<file path="config.mk">
export PLATFORM = sky130hd
export DESIGN_NAME = link_connect_supervisor
export DESIGN_NICKNAME = d
export VERILOG_FILES = /design/src/hdl/lcs_pkg.sv /design/src/hdl/link_connect_supervisor.sv
export SDC_FILE = /design/constraint.sdc
export NUM_CORES = 1
export LEC_CHECK = 0
export ABC_CLOCK_PERIOD_IN_PS = 3770
export BUFFER_PORTS_ARGS = -buffer_cell sky130_fd_sc_hd__buf_2
export CAP_MARGIN = 10
export CORE_ASPECT_RATIO = 1.25
export CORE_UTILIZATION = 50
export CTS_BUF_LIST = sky130_fd_sc_hd__clkbuf_8
export DETAILED_ROUTE_END_ITERATION = 12
export PLACE_DENSITY_LB_ADDON = 0.2
export SLEW_MARGIN = 20
export SYNTH_ARGS = -nofsm -noshare
export SYNTH_HDL_FRONTEND = slang
export SYNTH_SLANG_ARGS = --single-unit
export TNS_END_PERCENT = 5
</file>
<file path="constraint.sdc">
create_clock -name i_clk -period 3.77 [get_ports i_clk]
set_input_delay 0.377 -clock i_clk [delete_from_list [all_inputs] [get_ports i_clk]]
set_output_delay 0.377 -clock i_clk [all_outputs]
set_load 0.005 [all_outputs]
</file>
<file path="src/hdl/lcs_pkg.sv">
// shared types and constants for the link connect supervisor
// no dependencies
package lcs_pkg;

    localparam int unsigned CfgWidth   = 31;
    localparam int unsigned TimeWidth  = 32;
    localparam int unsigned AddrWidth  = 4;
    localparam int unsigned DataWidth  = 32;
    localparam int unsigned ModeWidth  = 3;

    localparam logic [CfgWidth-1:0] ConnectTimeoutDefault = CfgWidth'(20 * 1000);
    localparam logic [CfgWidth-1:0] RetryIntervalDefault  = CfgWidth'(60 * 1000);
    localparam logic [CfgWidth-1:0] ApLingerDefault       = CfgWidth'(5 * 1000);
    localparam logic [CfgWidth-1:0] ApTimeoutDefault      = CfgWidth'(10 * 60 * 1000);

    // operation codes
    localparam logic [1:0] OP_POLL      = 2'd0;
    localparam logic [1:0] OP_START     = 2'd1;
    localparam logic [1:0] OP_RECONNECT = 2'd2;
    localparam logic [1:0] OP_NEW_CRED  = 2'd3;

    // register indexes
    localparam logic [1:0] REG_CONNECT_TIMEOUT = 2'd0;
    localparam logic [1:0] REG_RETRY_INTERVAL  = 2'd1;
    localparam logic [1:0] REG_AP_LINGER       = 2'd2;
    localparam logic [1:0] REG_AP_TIMEOUT      = 2'd3;

    // reported mode codes
    localparam logic [ModeWidth-1:0] MODE_CODE_IDLE       = 3'd0;
    localparam logic [ModeWidth-1:0] MODE_CODE_CONNECTING = 3'd1;
    localparam logic [ModeWidth-1:0] MODE_CODE_ONLINE     = 3'd2;
    localparam logic [ModeWidth-1:0] MODE_CODE_RETRY      = 3'd3;
    localparam logic [ModeWidth-1:0] MODE_CODE_PORTAL     = 3'd4;

    typedef enum logic [4:0] {
        S_IDLE       = 5'b00001,
        S_CONNECTING = 5'b00010,
        S_ONLINE     = 5'b00100,
        S_RETRY      = 5'b01000,
        S_PORTAL     = 5'b10000
    } t_mode;

    function automatic logic [ModeWidth-1:0] mode_code(input t_mode m);
        logic [ModeWidth-1:0] c;
        case (m)
            S_IDLE:       c = MODE_CODE_IDLE;
            S_CONNECTING: c = MODE_CODE_CONNECTING;
            S_ONLINE:     c = MODE_CODE_ONLINE;
            S_RETRY:      c = MODE_CODE_RETRY;
            S_PORTAL:     c = MODE_CODE_PORTAL;
            default:      c = MODE_CODE_IDLE;
        endcase
        return c;
    endfunction

    // wrap-safe deadline check: due when (now - deadline) is not negative
    function automatic logic is_due(input logic [TimeWidth-1:0] now,
                                    input logic [TimeWidth-1:0] deadline);
        logic [TimeWidth-1:0] diff;
        diff = now - deadline;
        return ~diff[TimeWidth-1];
    endfunction

endpackage

</file>
<file path="src/hdl/link_connect_supervisor.sv">
// link connect supervisor top level: input register, decision logic, result register
// depends on lcs_pkg
//
// usage
//   input channel i_in_valid / o_in_ready carries one word: operation, time in ms,
//   link status and the credential flags
//   output channel o_out_valid / i_out_ready carries one result word per input word:
//   mode, access point state, connect/drop/raise/lower commands and acceptance
//   the single decision stage sits between the two registers; one word per cycle is
//   sustained while the receiver takes each result word without stalling
//   the decision stage reads and updates the mode, flags and four deadlines, so each
//   word sees the state left by the word before it
//   when the receiver stalls the result register holds, the input register fills,
//   and o_in_ready drops until the result is taken
//   timeouts are set through the APB-style port (4-byte spaced registers, pready tied
//   high); user must keep them written only while the block is idle; not enforced
//   reset (synchronous, active low) empties both registers, puts the mode to idle,
//   clears flags and deadlines and loads the default timeouts
module link_connect_supervisor #(
    parameter logic [lcs_pkg::CfgWidth-1:0] P_CONNECT_TIMEOUT = lcs_pkg::ConnectTimeoutDefault,
    parameter logic [lcs_pkg::CfgWidth-1:0] P_RETRY_INTERVAL  = lcs_pkg::RetryIntervalDefault,
    parameter logic [lcs_pkg::CfgWidth-1:0] P_AP_LINGER       = lcs_pkg::ApLingerDefault,
    parameter logic [lcs_pkg::CfgWidth-1:0] P_AP_TIMEOUT      = lcs_pkg::ApTimeoutDefault
) (
    input  logic                              i_clk,
    input  logic                              i_rst_n,

    input  logic                              psel,
    input  logic                              penable,
    input  logic                              pwrite,
    input  logic [lcs_pkg::AddrWidth-1:0]     paddr,
    input  logic [lcs_pkg::DataWidth-1:0]     pwdata,
    output logic [lcs_pkg::DataWidth-1:0]     prdata,
    output logic                              pready,

    input  logic                              i_in_valid,
    output logic                              o_in_ready,
    input  logic [1:0]                        i_operation,
    input  logic [lcs_pkg::TimeWidth-1:0]     i_now_ms,
    input  logic                              i_link_up,
    input  logic                              i_have_credentials,
    input  logic                              i_name_given,
    input  logic                              i_store_ok,

    output logic                              o_out_valid,
    input  logic                              i_out_ready,
    output logic [lcs_pkg::ModeWidth-1:0]     o_link_mode,
    output logic                              o_ap_active,
    output logic                              o_begin_connect,
    output logic                              o_drop_station,
    output logic                              o_raise_ap,
    output logic                              o_lower_ap,
    output logic                              o_accepted
);
    import lcs_pkg::*;

    // configuration
    logic [CfgWidth-1:0]  r_connect_timeout;
    logic [CfgWidth-1:0]  r_retry_interval;
    logic [CfgWidth-1:0]  r_ap_linger;
    logic [CfgWidth-1:0]  r_ap_timeout;
    logic                 cfg_write;
    logic [1:0]           cfg_index;

    // input register
    logic                 r_in_valid;
    logic [1:0]           r_operation;
    logic [TimeWidth-1:0] r_now;
    logic                 r_link_up;
    logic                 r_have_cred;
    logic                 r_name_given;
    logic                 r_store_ok;

    // supervisor state
    t_mode                r_mode, n_mode;
    logic                 r_ap_up, n_ap_up;
    logic                 r_spent, n_spent;
    logic                 r_name_held, n_name_held;
    logic [TimeWidth-1:0] r_connect_due, n_connect_due;
    logic [TimeWidth-1:0] r_retry_due, n_retry_due;
    logic [TimeWidth-1:0] r_ap_due, n_ap_due;
    logic [TimeWidth-1:0] r_linger_due, n_linger_due;

    // result register
    logic                 r_out_valid;
    logic [ModeWidth-1:0] r_link_mode;
    logic                 r_ap_active;
    logic                 r_begin, r_drop, r_raise, r_lower, r_accepted;

    logic                 n_begin, n_drop, n_raise, n_lower, n_accepted;
    logic                 advance;
    logic                 in_take;
    logic [TimeWidth-1:0] sum_connect, sum_retry, sum_linger, sum_ap;

    assign cfg_write = psel & penable & pwrite;
    assign cfg_index = paddr[AddrWidth-1:2];
    assign pready    = 1'b1;

    always_comb begin
        case (cfg_index)
            REG_CONNECT_TIMEOUT: prdata = DataWidth'(r_connect_timeout);
            REG_RETRY_INTERVAL:  prdata = DataWidth'(r_retry_interval);
            REG_AP_LINGER:       prdata = DataWidth'(r_ap_linger);
            REG_AP_TIMEOUT:      prdata = DataWidth'(r_ap_timeout);
            default:             prdata = '0;
        endcase
    end

    always_ff @(posedge i_clk) begin
        if (!i_rst_n) begin
            r_connect_timeout <= P_CONNECT_TIMEOUT;
            r_retry_interval  <= P_RETRY_INTERVAL;
            r_ap_linger       <= P_AP_LINGER;
            r_ap_timeout      <= P_AP_TIMEOUT;
        end else if (cfg_write) begin
            case (cfg_index)
                REG_CONNECT_TIMEOUT: r_connect_timeout <= pwdata[CfgWidth-1:0];
                REG_RETRY_INTERVAL:  r_retry_interval  <= pwdata[CfgWidth-1:0];
                REG_AP_LINGER:       r_ap_linger       <= pwdata[CfgWidth-1:0];
                REG_AP_TIMEOUT:      r_ap_timeout      <= pwdata[CfgWidth-1:0];
                default: ;
            endcase
        end
    end

    // handshake
    assign advance    = ~r_out_valid | i_out_ready;
    assign o_in_ready = ~r_in_valid | advance;
    assign in_take    = i_in_valid & o_in_ready;

    always_ff @(posedge i_clk) begin
        if (!i_rst_n) begin
            r_in_valid <= 1'b0;
        end else if (o_in_ready) begin
            r_in_valid <= i_in_valid;
        end
    end

    always_ff @(posedge i_clk) begin
        if (in_take) begin
            r_operation  <= i_operation;
            r_now        <= i_now_ms;
            r_link_up    <= i_link_up;
            r_have_cred  <= i_have_credentials;
            r_name_given <= i_name_given;
            r_store_ok   <= i_store_ok;
        end
    end

    assign sum_connect = r_now + TimeWidth'(r_connect_timeout);
    assign sum_retry   = r_now + TimeWidth'(r_retry_interval);
    assign sum_linger  = r_now + TimeWidth'(r_ap_linger);
    assign sum_ap      = r_now + TimeWidth'(r_ap_timeout);

    // decision logic
    always_comb begin
        n_mode        = r_mode;
        n_ap_up       = r_ap_up;
        n_spent       = r_spent;
        n_name_held   = r_name_held;
        n_connect_due = r_connect_due;
        n_retry_due   = r_retry_due;
        n_ap_due      = r_ap_due;
        n_linger_due  = r_linger_due;
        n_begin       = 1'b0;
        n_drop        = 1'b0;
        n_raise       = 1'b0;
        n_lower       = 1'b0;
        n_accepted    = 1'b0;

        case (r_operation)
            OP_POLL: begin
                case (r_mode)
                    S_CONNECTING: begin
                        if (r_link_up) begin
                            n_mode       = S_ONLINE;
                            n_linger_due = sum_linger;
                            n_spent      = 1'b0;
                        end else if (is_due(r_now, r_connect_due)) begin
                            n_drop      = 1'b1;
                            n_mode      = S_RETRY;
                            n_retry_due = sum_retry;
                            if (!r_spent) begin
                                n_spent = 1'b1;
                                if (!r_ap_up) begin
                                    n_ap_up  = 1'b1;
                                    n_ap_due = sum_ap;
                                    n_raise  = 1'b1;
                                end
                            end
                        end
                    end
                    S_ONLINE: begin
                        if (!r_link_up) begin
                            n_mode      = S_RETRY;
                            n_retry_due = sum_retry;
                            if (!r_spent) begin
                                n_spent = 1'b1;
                                if (!r_ap_up) begin
                                    n_ap_up  = 1'b1;
                                    n_ap_due = sum_ap;
                                    n_raise  = 1'b1;
                                end
                            end
                        end else if (r_ap_up && is_due(r_now, r_linger_due)) begin
                            n_ap_up = 1'b0;
                            n_lower = 1'b1;
                        end
                    end
                    S_RETRY: begin
                        if (r_ap_up && is_due(r_now, r_ap_due)) begin
                            n_ap_up = 1'b0;
                            n_lower = 1'b1;
                        end
                        if (is_due(r_now, r_retry_due)) begin
                            n_mode        = S_CONNECTING;
                            n_connect_due = sum_connect;
                            n_begin       = 1'b1;
                        end
                    end
                    default: ;
                endcase
            end
            OP_START: begin
                n_name_held = r_have_cred;
                if (r_have_cred) begin
                    n_mode        = S_CONNECTING;
                    n_connect_due = sum_connect;
                    n_begin       = 1'b1;
                end else begin
                    if (!r_ap_up) begin
                        n_ap_up  = 1'b1;
                        n_ap_due = sum_ap;
                        n_raise  = 1'b1;
                    end
                    n_spent = 1'b1;
                    n_mode  = S_PORTAL;
                end
            end
            OP_RECONNECT: begin
                if (r_name_held) begin
                    n_mode        = S_CONNECTING;
                    n_connect_due = sum_connect;
                    n_begin       = 1'b1;
                end
            end
            OP_NEW_CRED: begin
                if (r_name_given) begin
                    n_name_held = 1'b1;
                    if (r_store_ok) begin
                        n_spent       = 1'b1;
                        n_mode        = S_CONNECTING;
                        n_connect_due = sum_connect;
                        n_begin       = 1'b1;
                        n_accepted    = 1'b1;
                    end
                end
            end
            default: ;
        endcase
    end

    always_ff @(posedge i_clk) begin
        if (!i_rst_n) begin
            r_mode        <= S_IDLE;
            r_ap_up       <= 1'b0;
            r_spent       <= 1'b0;
            r_name_held   <= 1'b0;
            r_connect_due <= '0;
            r_retry_due   <= '0;
            r_ap_due      <= '0;
            r_linger_due  <= '0;
        end else if (r_in_valid && advance) begin
            r_mode        <= n_mode;
            r_ap_up       <= n_ap_up;
            r_spent       <= n_spent;
            r_name_held   <= n_name_held;
            r_connect_due <= n_connect_due;
            r_retry_due   <= n_retry_due;
            r_ap_due      <= n_ap_due;
            r_linger_due  <= n_linger_due;
        end
    end

    always_ff @(posedge i_clk) begin
        if (!i_rst_n) begin
            r_out_valid <= 1'b0;
        end else if (advance) begin
            r_out_valid <= r_in_valid;
        end
    end

    always_ff @(posedge i_clk) begin
        if (r_in_valid && advance) begin
            r_link_mode <= mode_code(n_mode);
            r_ap_active <= n_ap_up;
            r_begin     <= n_begin;
            r_drop      <= n_drop;
            r_raise     <= n_raise;
            r_lower     <= n_lower;
            r_accepted  <= n_accepted;
        end
    end

    assign o_out_valid     = r_out_valid;
    assign o_link_mode     = r_link_mode;
    assign o_ap_active     = r_ap_active;
    assign o_begin_connect = r_begin;
    assign o_drop_station  = r_drop;
    assign o_raise_ap      = r_raise;
    assign o_lower_ap      = r_lower;
    assign o_accepted      = r_accepted;

endmodule

</file>
==> out/results.tsv, run 1 <==
stage	metric	value	unit
run_status	status	finished, final reports clean	
grt	grt_max_degree	97	
critical_path	critPathCaptureType	flop	
timing	relSlewSlack	44.9	%
grt	grt_pass1_vias	19100	
power_and_ir_drop	total_leakage_power	10.3	nW
route	route.detailed.drc	0	
power_and_ir_drop	p_per_area	319	nW/um2
floorplan	die_w	186	um
timing	slew_violations	0	
floorplan	core_area	41900	um2
grt	antenna_found_initial	0	
final_layout	layout_commonest_cell	nand2_1	
clock_network	cts.sinks	309	
min_path	min_path_type	input port to flop	
route	wl	66.6	mm
grt	grt_pass1_wl	103	mm
synthesis	syn_avg_cell_area	8.44	um2
floorplan	io_pins	125	
synthesis	synth_nets	2844	
synthesis	synthArstFlopShare	0	%
critical_path	worstPathArrival	4.09	ns
clock_network	tritoncts	yes	
critical_path	rrSetupSlack	0.09	ns
synthesis	netlist_instances	2515	
final_layout	final_cell_mix	nand2_1, dfxtp_1, ha_1	
clock_network	clock_latency	0.66	ns
job	drv_cap	0	
power_and_ir_drop	total_power	7.94	mW
route	dr.pass1.iters	7	
timing	fin_crit_sh	97.7	%
final_layout	nets	3094	
timing	finClkSkew	0.0387	ns
min_path	min_delay_path_depth	3	
timing	finalSetupViolations	0	
clock_network	cts-root-buf	clkbuf_8	
floorplan	rows	84	
timing	fin_ws	0.0886	ns
clock_network	htreeDepth	2	
timing	timing.fmax	0.272	GHz
critical_path	reg2regPathDepth	13	
critical_path	crit_type	flop to flop	
critical_path	cp_max_fo	7	
synthesis	yosysWarnings	0	
synthesis	dominantRegCellSynth	dfxtp_1	
critical_path	reg2reg_to	o_link_mode[0]	
final_layout	layout-drive-gt1-share	13.7	%
critical_path	worst_path_most_repeated_cell	buf_4	
grt	track_usage	30.5	%
route	wl_per_cell	19.8	um
route	antenna_left	0	
critical_path	r2r_start	r_now[25]	
timing	worst_hold_slack	0.0311	ns
final_layout	fillers	3749	
placement	dp_cells	3203	
critical_path	critPathMaxStageDelay	0.40	ns
critical_path	critical_path_buf_inv_count	2	
final_layout	multi_input_area	13600	um2
critical_path	cp_cell_sequence	buf_4, ha_1, a21o_1, a221o_1, a221oi_4, o21ai_1, a21oi_2, xnor2_1, buf_4, o21ai_0, o311a_1, xor2_1, and3_1	
synthesis	syn_area	21200	um2
synthesis	synth_edf_count	47	
synthesis	synth_cell_types	86	
floorplan	die_y	232	um
timing	final-hold-violation-count	0	
route	viasPerCell	5.77	
timing	tightest_slew	0.827	ns
final_layout	fin_cells	3367	
route	drtIter0Drc	1420	
min_path	hold_end	r_ap_linger[10]	
synthesis	ys_seq_elements	309	
critical_path	cp.required	4.18	ns
placement	place_congestion	0.978	
clock_network	cts_buffers	53	
min_path	hp-start	pwdata[10]	
synthesis	ys_seq_area_share	31.4	%
final_layout	postLayoutCoreUtil	59.3	%
power_and_ir_drop	ir_drop	0.000253	V
timing	final.min_clock_period	3.68	ns
placement	port_buffers	119	
placement	post-dp-hpwl	50.0	mm
final_layout	seqCellArea	6660	um2
critical_path	cp_top_family	compound AO/OA/AOI/OAI gates	
floorplan	dieArea	43300	um2
grt	grt-ovfl-total	0	
critical_path	crit_slowest_cell	edfxtp_1	
route	vias	19400	
final_layout	area_delta_synth_final	17.2	%
critical_path	startpoint_type	flop	
floorplan	initial_utilization	50.6	%
clock_network	path_clk_slew	0.06	ns
clock_network	cts_buffer_depth	3	
placement	pre_cts_ws	-0.424	ns
==> through the flow <==
stage	setup TNS, ns	area, um2
floorplan	0	21200
global placement	-12.14	23100
detailed placement	-10.69	23100
CTS	0	24800
global route	-0.00721	24900
finish	0	24900
==> synthesized netlist by cell type, types with 17 or more instances <==
master | n | area, um2
xor2_1 | 42 | 368
a21o_1 | 72 | 541
inv_1 | 159 | 597
nor2b_1 | 37 | 231
nor2_1 | 83 | 312
mux2i_1 | 23 | 230
a211oi_1 | 17 | 128
o21a_1 | 22 | 165
a21boi_0 | 145 | 1090
xnor2_1 | 61 | 534
nand4_1 | 28 | 175
a21boi_1 | 19 | 143
clkbuf_1 | 70 | 263
ha_1 | 244 | 3050
dfxtp_1 | 262 | 5250
and2_1 | 33 | 206
edfxtp_1 | 47 | 1410
o21bai_1 | 17 | 128
o21ai_0 | 106 | 531
mux4_2 | 31 | 698
nand2b_1 | 17 | 106
a21oi_1 | 148 | 741
nand3_1 | 74 | 370
nand2_1 | 486 | 1820
nor3_1 | 24 | 120
==> worst reg2reg max path: stages (launching register included) <==
cell,delay (ns)
edfxtp_1,0.40
buf_4,0.21
ha_1,0.32
a21o_1,0.16
a221o_1,0.39
a221oi_4,0.38
o21ai_1,0.21
a21oi_2,0.30
xnor2_1,0.17
buf_4,0.16
o21ai_0,0.21
o311a_1,0.28
xor2_1,0.08
and3_1,0.18
==> power by group <==
part / internal, mW / switching [mW] / total, mW
logic: 0.605 / 0.763 / 1.37
clock network: 1.62 / 1.45 / 3.06
registers: 3.43 / 0.0781 / 3.50
==> layout make-up <==
cell class | instances | area share (%)
Tap cell | 559 | 2.81
Clock buffer | 65 | 3.60
Clock inverter | 32 | 0.654
Multi-Input combinational cell | 1942 | 54.7
Antenna cell | 1 | 0.0101
Timing Repair Buffer | 299 | 9.06
Inverter | 160 | 2.41
Sequential cell | 309 | 26.8
==> sequential cells by signal (all words and copies together) (netlist names), 32 cells and up <==
register / flops
r_linger_due: 32
r_connect_due: 32
r_retry_due: 32
r_ap_due: 32
r_now: 32
==> logic make-up after synthesis <==
kind of cell / share of synthesized area (%)
buffers and inverters: 4.90
xor gates and xnor gates: 4.33
adders and majority gates: 14.8
muxes: 4.48
DFF: 31.4
and+or+nand+nor: 18.5
other: 0.0354
AOI/OAI and AO/OA: 21.6
==> layer usage <==
metal	GRT usage, %	vias up	wire length, um
li1	-	9424	-
met1	38.5	9217	28500
met2	50.4	633	30500
met3	5.40	149	4570
met4	14.6	0	2950
met5	0	-	0
==> worst max path at each step <==
stage               from                 to  slack [ns]  cells after the start
2_1_floorplan  r_now[22]     o_link_mode[0]        0.55                     11
5_1_grt        r_now[25]     o_link_mode[0]      -0.007                     13
3_3_place_gp   r_now[25]  r_connect_due[18]       -0.47                     14
3_5_place_dp   r_now[25]  r_connect_due[18]       -0.42                     14
4_1_cts        r_now[25]     o_link_mode[0]       0.005                     13
6_report       r_now[25]     o_link_mode[0]        0.09                     13
==> timing repair <==
item | CTS | global route
endpoints found under the setup margin | 36 | 80
hold buffers | 65 | 0
gates resized for setup | 3 | 5
pin swaps | 0 | 0
endpoints found under the hold margin | 122 | 0
buffers inserted | 0 | 1
Note: power is estimated with default switching activity, not from simulation.
==> inputs of run 2 (changes only) <==
CELL_PAD_IN_SITES_DETAIL_PLACEMENT = 2   (was default)
CELL_PAD_IN_SITES_GLOBAL_PLACEMENT = 2   (was default)
CORE_UTILIZATION = 39   (was 50)
==> run 2 against run 1 <==
Effect of this change: global-route usage decreased by 0.066 points; sequential power about the same; die area increased by 28%; combinational power increased by 4%; critical path depth decreased by 1; wire length increased by 27%; register-to-register slack about the same; cell count increased by 5.3%; first-iteration DRC count decreased by 36%; critical endpoint unchanged; largest power group is now the clock network; highest routed layer is now met5.
==> out/results.tsv, run 2 (same netlist as run 1, synthesis figures left out) <==
stage	metric	value	unit	change
run_status	status	finished, final reports clean		
critical_path	crit_slowest_cell	or4_1		
final_layout	fin_cells	3544		+5.3%
timing	relSlewSlack	28.9	%	-16 points
critical_path	crit_type	flop to flop		
floorplan	dieArea	55400	um2	+28%
critical_path	cp_max_fo	7		unchanged
final_layout	nets	3092		-0.065%
placement	port_buffers	119		unchanged
clock_network	cts_buffer_depth	3		unchanged
critical_path	worstPathArrival	4.11	ns	+0.02 ns
power_and_ir_drop	total_power	8.53	mW	+7.5%
floorplan	die_y	263	um	+13%
final_layout	final_area	25200	um2	+1.3%
timing	final.min_clock_period	3.68	ns	-0.00317 ns
route	vias	20200		+3.8%
timing	tightest_slew	1.07	ns	+0.239 ns
power_and_ir_drop	p_per_area	339	nW/um2	+6.1%
timing	tns	0	ns	unchanged
route	viasPerCell	5.69		-1.4%
grt	grt-ovfl-total	0		unchanged
route	wl_met3	2.98	mm	-35%
floorplan	io_pins	125		unchanged
floorplan	die_w	211	um	+13%
final_layout	layout-drive-gt1-share	13.7	%	+0.042 points
grt	grt_max_degree	128		+32%
critical_path	reg2regPathDepth	12		-1
critical_path	startpoint_type	flop		
critical_path	reg2reg_to	o_link_mode[0]		
grt	track_usage	30.4	%	-0.066 points
clock_network	htreeDepth	2		unchanged
timing	grt_setup_unrepaired	true		
floorplan	core_area	53700	um2	+28%
route	wl	84.2	mm	+27%
timing	worst_hold_slack	0.0544	ns	+0.0233 ns
min_path	min_path_type	input port to flop		
critical_path	crit_path_end	o_link_mode[0]		
critical_path	cp_top_family	simple AND/OR/NAND/NOR gates		
grt	grt_pass1_wl	130	mm	+26%
timing	fin_crit_sh	97.6	%	about the same
route	antenna_left	0		unchanged
clock_network	clock_latency	0.69	ns	+0.03 ns
route	wl_per_cell	23.8	um	+20%
timing	finClkSkew	0.0265	ns	-0.0123 ns
timing	finalSetupViolations	0		unchanged
clock_network	path_clk_slew	0.06	ns	about the same
critical_path	critical_path_buf_inv_count	1		-1
critical_path	r2r_start	r_now[26]		
clock_network	cts_buffers	58		+9.4%
route	top_layer	met5		
power_and_ir_drop	total_leakage_power	10.3	nW	+0.16%
final_layout	fillers	6003		+60%
placement	dp_cells	3360		+4.9%
critical_path	cp.required	4.20	ns	+0.02 ns
final_layout	layout_commonest_cell	nand2_1		
critical_path	critPathMaxStageDelay	0.60	ns	+0.20 ns
clock_network	postCtsSetupBuffers	0		unchanged
placement	place_area	23200	um2	+0.39%
critical_path	critPathCaptureType	flop		
route	drtIter0Drc	902		-36%
grt	antenna_found_initial	5		+5
route	met2_length	42.0	mm	+38%
clock_network	cts-root-buf	clkbuf_8		
grt	grt_pass1_vias	22400		+18%
route	dr.pass1.iters	4		-3
critical_path	critPathLaunch	r_now[26]		
critical_path	rrSetupSlack	0.09	ns	about the same
final_layout	area_delta_synth_final	18.7	%	
timing	timing.fmax	0.272	GHz	about the same
critical_path	cp_cell_sequence	buf_4, ha_1, nand4_1, or4_1, a21oi_2, nand4_1, o21ai_4, xnor2_4, nand2_1, o311a_1, xor2_1, and3_1		
clock_network	cts.sinks	309		unchanged
route	route.detailed.drc	0		unchanged
placement	post-dp-hpwl	62.9	mm	+26%
final_layout	final_cell_mix	nand2_1, dfxtp_1, ha_1		
floorplan	rows	95		+13%
power_and_ir_drop	ir_drop	0.000234	V	-7.5%
job	drv_cap	0		unchanged
route	met1_length	36.4	mm	+28%
clock_network	tritoncts	yes		
timing	final-hold-violation-count	0		unchanged
floorplan	initial_utilization	39.5	%	-11 points
placement	place_congestion	0.899		-8.0%
timing	slew_violations	0		unchanged
critical_path	crit_cells	12		-1
critical_path	worst_path_most_repeated_cell	nand4_1		
[run 2: cell types whose count changed in the layout (fill, tap and decap cells not counted), moves of 3 or more]
cell,before,now
inv_1,177,171
buf_4,104,96
diode_2,1,4
clkbuf_8,65,72
buf_12,11,7
clkinv_1,3,10
dlygate4sd3_1,65,70
[run 2: power breakdown]
group          total (mW)  internal [mW]  switching (mW)
combinational        1.43          0.609           0.824
clock                3.58           1.93            1.65
sequential           3.51           3.43          0.0866
[run 2: how the worst min path moves through the flow]
stage / startpoint / endpoint / slack [ns] / cells after the start
finish: i_out_ready / o_out_valid / 0.05 / 3
global route: i_out_ready / o_out_valid / 0.05 / 3
CTS: i_out_ready / o_out_valid / 0.01 / 3
detailed placement: r_ap_due[25] / r_ap_due[25] / 0.45 / 2
global placement: r_ap_due[27] / r_ap_due[27] / 0.44 / 2
floorplan: r_ap_due[17] / r_ap_due[17] / 0.43 / 2
[run 2: what timing repair did]
action | in CTS | in global routing
gates resized for setup | 0 | 12
hold endpoints to repair | 153 | 0
endpoints found under the setup margin | 0 | 26
hold buffers | 70 | 0
[run 2: final cells by class]
cell class	count	area, um2	share of cell area (%)
Antenna cell	4	10.0	0.0397
Clock buffer	72	991	3.93
Timing Repair Buffer	292	2160	8.59
Tap cell	727	910	3.61
Sequential cell	309	6660	26.4
Clock inverter	38	248	0.983
Multi-Input combinational cell	1942	13600	54.0
Inverter	160	601	2.38
[run 2: worst min-delay path, cell delays in order]
cell     delay [ns]
buf_2          0.08
nor2b_1        0.06
o21a_1         0.17
[run 2: per-layer routing]
layer  track usage [%]  up-vias
met5                 0        -
met4              10.4        4
met3              3.96      161
met2              54.2      387
met1              37.4    10200
li1                  -     9415
[run 2: per-stage QoR]
step / setup WS (ns) / utilization (%)
6_report: 0.0917 / 46.9
5_1_grt: -0.0308 / 46.9
4_1_cts: 0.0166 / 46.8
3_5_place_dp: 0.0867 / 43.2
3_3_place_gp: 0.179 / 43.2
2_1_floorplan: 0.555 / -
==> inputs of run 3 (changes only) <==
GPL_TIMING_DRIVEN = 0   (was default)
SKIP_LAST_GASP = 1   (was default)
==> run 3 against run 2 <==
Effect of this change: the run now ends with setup timing left; hold slack better by 0.027 ns; final area up 2.0%; register-to-register slack worse by 0.14 ns; power rose by 1.9%; sequential power about the same; utilization rose by 0.92 points; critical path depth rose by 2; via count is 3.3% higher; combinational power grew 11%; non-clock buffer count up 90; first-iteration DRC count grew 6.0%; maximum frequency shrank 3.8%; critical endpoint unchanged.
==> out/results.tsv, run 3 (same netlist as run 1, synthesis figures left out) <==
stage	metric	value	unit	change
placement	place_area	22800	um2	-1.9%
critical_path	cp_max_fo	4		-3
job	drv_cap	0		unchanged
critical_path	reg2regPathDepth	14		+2
critical_path	crit_type	flop to flop		
clock_network	tritoncts	yes		
final_layout	final_area	25700	um2	+2.0%
clock_network	htreeDepth	2		unchanged
grt	antenna_found_initial	5		unchanged
clock_network	path_clk_slew	0.07	ns	about the same
power_and_ir_drop	seqPwrFrac	40.3	%	-0.9 points
floorplan	dieArea	55400	um2	unchanged
final_layout	nets	3183		+2.9%
final_layout	multi_input_area	13700	um2	+0.85%
critical_path	reg2reg_to	o_link_mode[0]		
timing	slew_violations	0		unchanged
timing	finalSetupViolations	9		+9
final_layout	layout_commonest_cell	nand2_1		
min_path	hp-start	i_out_ready		
grt	grt_pass1_vias	23200		+3.6%
critical_path	critPathCaptureType	flop		
timing	final-hold-violation-count	0		unchanged
critical_path	rrSetupSlack	-0.05	ns	-0.14 ns
run_status	violations	setup timing		
timing	tightest_slew	1.24	ns	+0.176 ns
route	antenna_left	0		unchanged
power_and_ir_drop	internal_power	5.97	mW	+0.14%
power_and_ir_drop	total_power	8.69	mW	+1.9%
route	wl	97.7	mm	+16%
route	dr.pass1.iters	5		+1
power_and_ir_drop	power_frac_comb	18.3	%	+1.5 points
critical_path	r2r_start	r_now[30]		
timing	grt_setup_unrepaired	true		
floorplan	die_y	263	um	unchanged
final_layout	layout-drive-gt1-share	14.6	%	+0.84 points
route	route.detailed.drc	0		unchanged
grt	grt_pass1_wl	142	mm	+9.1%
placement	dp_cells	3361		+0.030%
critical_path	worstPathArrival	4.24	ns	+0.13 ns
power_and_ir_drop	p_sw	2.72	mW	+6.1%
clock_network	cts_buffers	59		+1.7%
power_and_ir_drop	p_per_area	339	nW/um2	about the same
timing	fin_crit_sh	101	%	+3.8 points
timing	relSlewSlack	17.2	%	-12 points
timing	timing.fmax	0.262	GHz	-3.8%
timing	fin_ws	-0.0528	ns	-0.145 ns
power_and_ir_drop	total_leakage_power	10.5	nW	+1.9%
clock_network	cts-root-buf	clkbuf_8		
critical_path	cp.required	4.19	ns	about the same
final_layout	fin_cells	3634		+2.5%
power_and_ir_drop	ir_drop	0.000325	V	+39%
placement	port_buffers	118		-0.84%
route	wl_per_cell	26.9	um	+13%
route	viasPerCell	5.73		+0.77%
timing	finClkSkew	0.0374	ns	+0.0110 ns
min_path	min_delay_path_depth	3		unchanged
final_layout	area_delta_synth_final	21.0	%	
grt	grt_max_degree	39		-70%
placement	post-dp-hpwl	70.4	mm	+12%
power_and_ir_drop	p_sw_share	31.3	%	+1.2 points
final_layout	fillers	6021		+0.30%
route	drtIter0Drc	956		+6.0%
final_layout	seqCellArea	6660	um2	about the same
floorplan	rows	95		unchanged
timing	final.min_clock_period	3.82	ns	+0.145 ns
power_and_ir_drop	pwr-share-clk	41.5	%	-0.5 points
final_layout	final_cell_mix	nand2_1, dfxtp_1, ha_1		
grt	grt-ovfl-total	0		unchanged
floorplan	io_pins	125		unchanged
clock_network	cts.sinks	309		unchanged
timing	worst_hold_slack	0.0818	ns	+0.0274 ns
run_status	status	finished with violations		
floorplan	core_area	53700	um2	unchanged
placement	place_congestion	0.919		+2.2%
min_path	min_path_type	input port to flop		
route	vias	20800		+3.3%
floorplan	initial_utilization	39.5	%	unchanged
critical_path	startpoint_type	flop		
clock_network	clock_latency	0.70	ns	about the same
min_path	hold_end	o_out_valid		
final_layout	postLayoutCoreUtil	47.8	%	+0.92 points
grt	track_usage	34.3	%	+3.9 points
clock_network	cts_buffer_depth	3		unchanged
floorplan	die_w	211	um	unchanged
run 3: changes by cell type in the layout (fill, tap and decap cells not counted), moves of 5 or more:
cell      change
buf_1        +10
buf_2        +12
buf_4         -7
clkbuf_1     +68
clkbuf_8      +9
clkinv_1      -9
ha_1          -5
run 3: cell type report:
type / count / share of cell area (%)
repair buffers: 278 / 7.96
well taps: 727 / 3.54
clock buffers: 81 / 4.34
flip-flops and latches: 309 / 25.9
multi-input cells: 1942 / 53.4
plain buffers: 104 / 1.87
diodes: 3 / 0.0292
clock inverters: 30 / 0.536
inverters: 160 / 2.35
run 3: how the worst max path moves through the flow:
stage	from	cells past startpoint	endpoint	slack, ns
detailed placement	r_now[9]	12	r_connect_due[13]	-1.07
finish	r_now[30]	14	o_link_mode[0]	-0.05
global placement	r_now[10]	12	r_connect_due[13]	-1.08
CTS	r_now[25]	14	r_ap_due[20]	-0.13
floorplan	r_now[22]	11	o_link_mode[0]	0.55
global route	r_now[1]	14	r_connect_due[30]	-0.13
run 3: worst max-delay path, cell delays in order, from the launching register on:
cell and delay [ns]:
edfxtp_1 0.47, buf_4 0.17, buf_4 0.16, ha_1 0.31
and4_1 0.25, nand3_1 0.16, nor4b_1 0.48, a21oi_2 0.15
xnor2_2 0.17, buf_4 0.18, buf_4 0.14, o21ai_0 0.25
o311a_1 0.34, xor2_1 0.10, and3_1 0.19
run 3: power by group through the flow:
stage	Combinational [mW]	Clock [mW]	Sequential (mW)
2_1_floorplan	0.831	0	3.56
3_3_place_gp	1.21	0	3.63
3_5_place_dp	1.27	0	3.63
4_1_cts	1.49	3.66	3.50
5_1_grt	1.70	3.79	3.51
6_report	1.59	3.61	3.50
run 3: metrics by stage:
stage | worst slack (ns) | setup TNS [ns]
6_report | -0.0528 | -0.190
5_1_grt | -0.132 | -2.22
4_1_cts | -0.126 | -1.65
3_5_place_dp | -1.07 | -58.90
3_3_place_gp | -1.08 | -54.11
2_1_floorplan | 0.555 | 0
run 3: metal layers:
layer  vias up  global-route usage [%]  routed length (um)
met5         -                       0                   0
met4         0                    16.7                5560
met3       244                    4.34                3370
met2       459                    61.8               48700
met1     10500                    39.7               40000
li1       9601                       -                   -
run 3: what timing repair did:
item | in CTS | in global routing
endpoints found under the hold margin | 143 | 0
pin swaps | 6 | 15
hold buffers | 70 | 0
gates resized for setup | 20 | 29
setup buffers | 64 | 25
setup endpoints to repair | 109 | 89
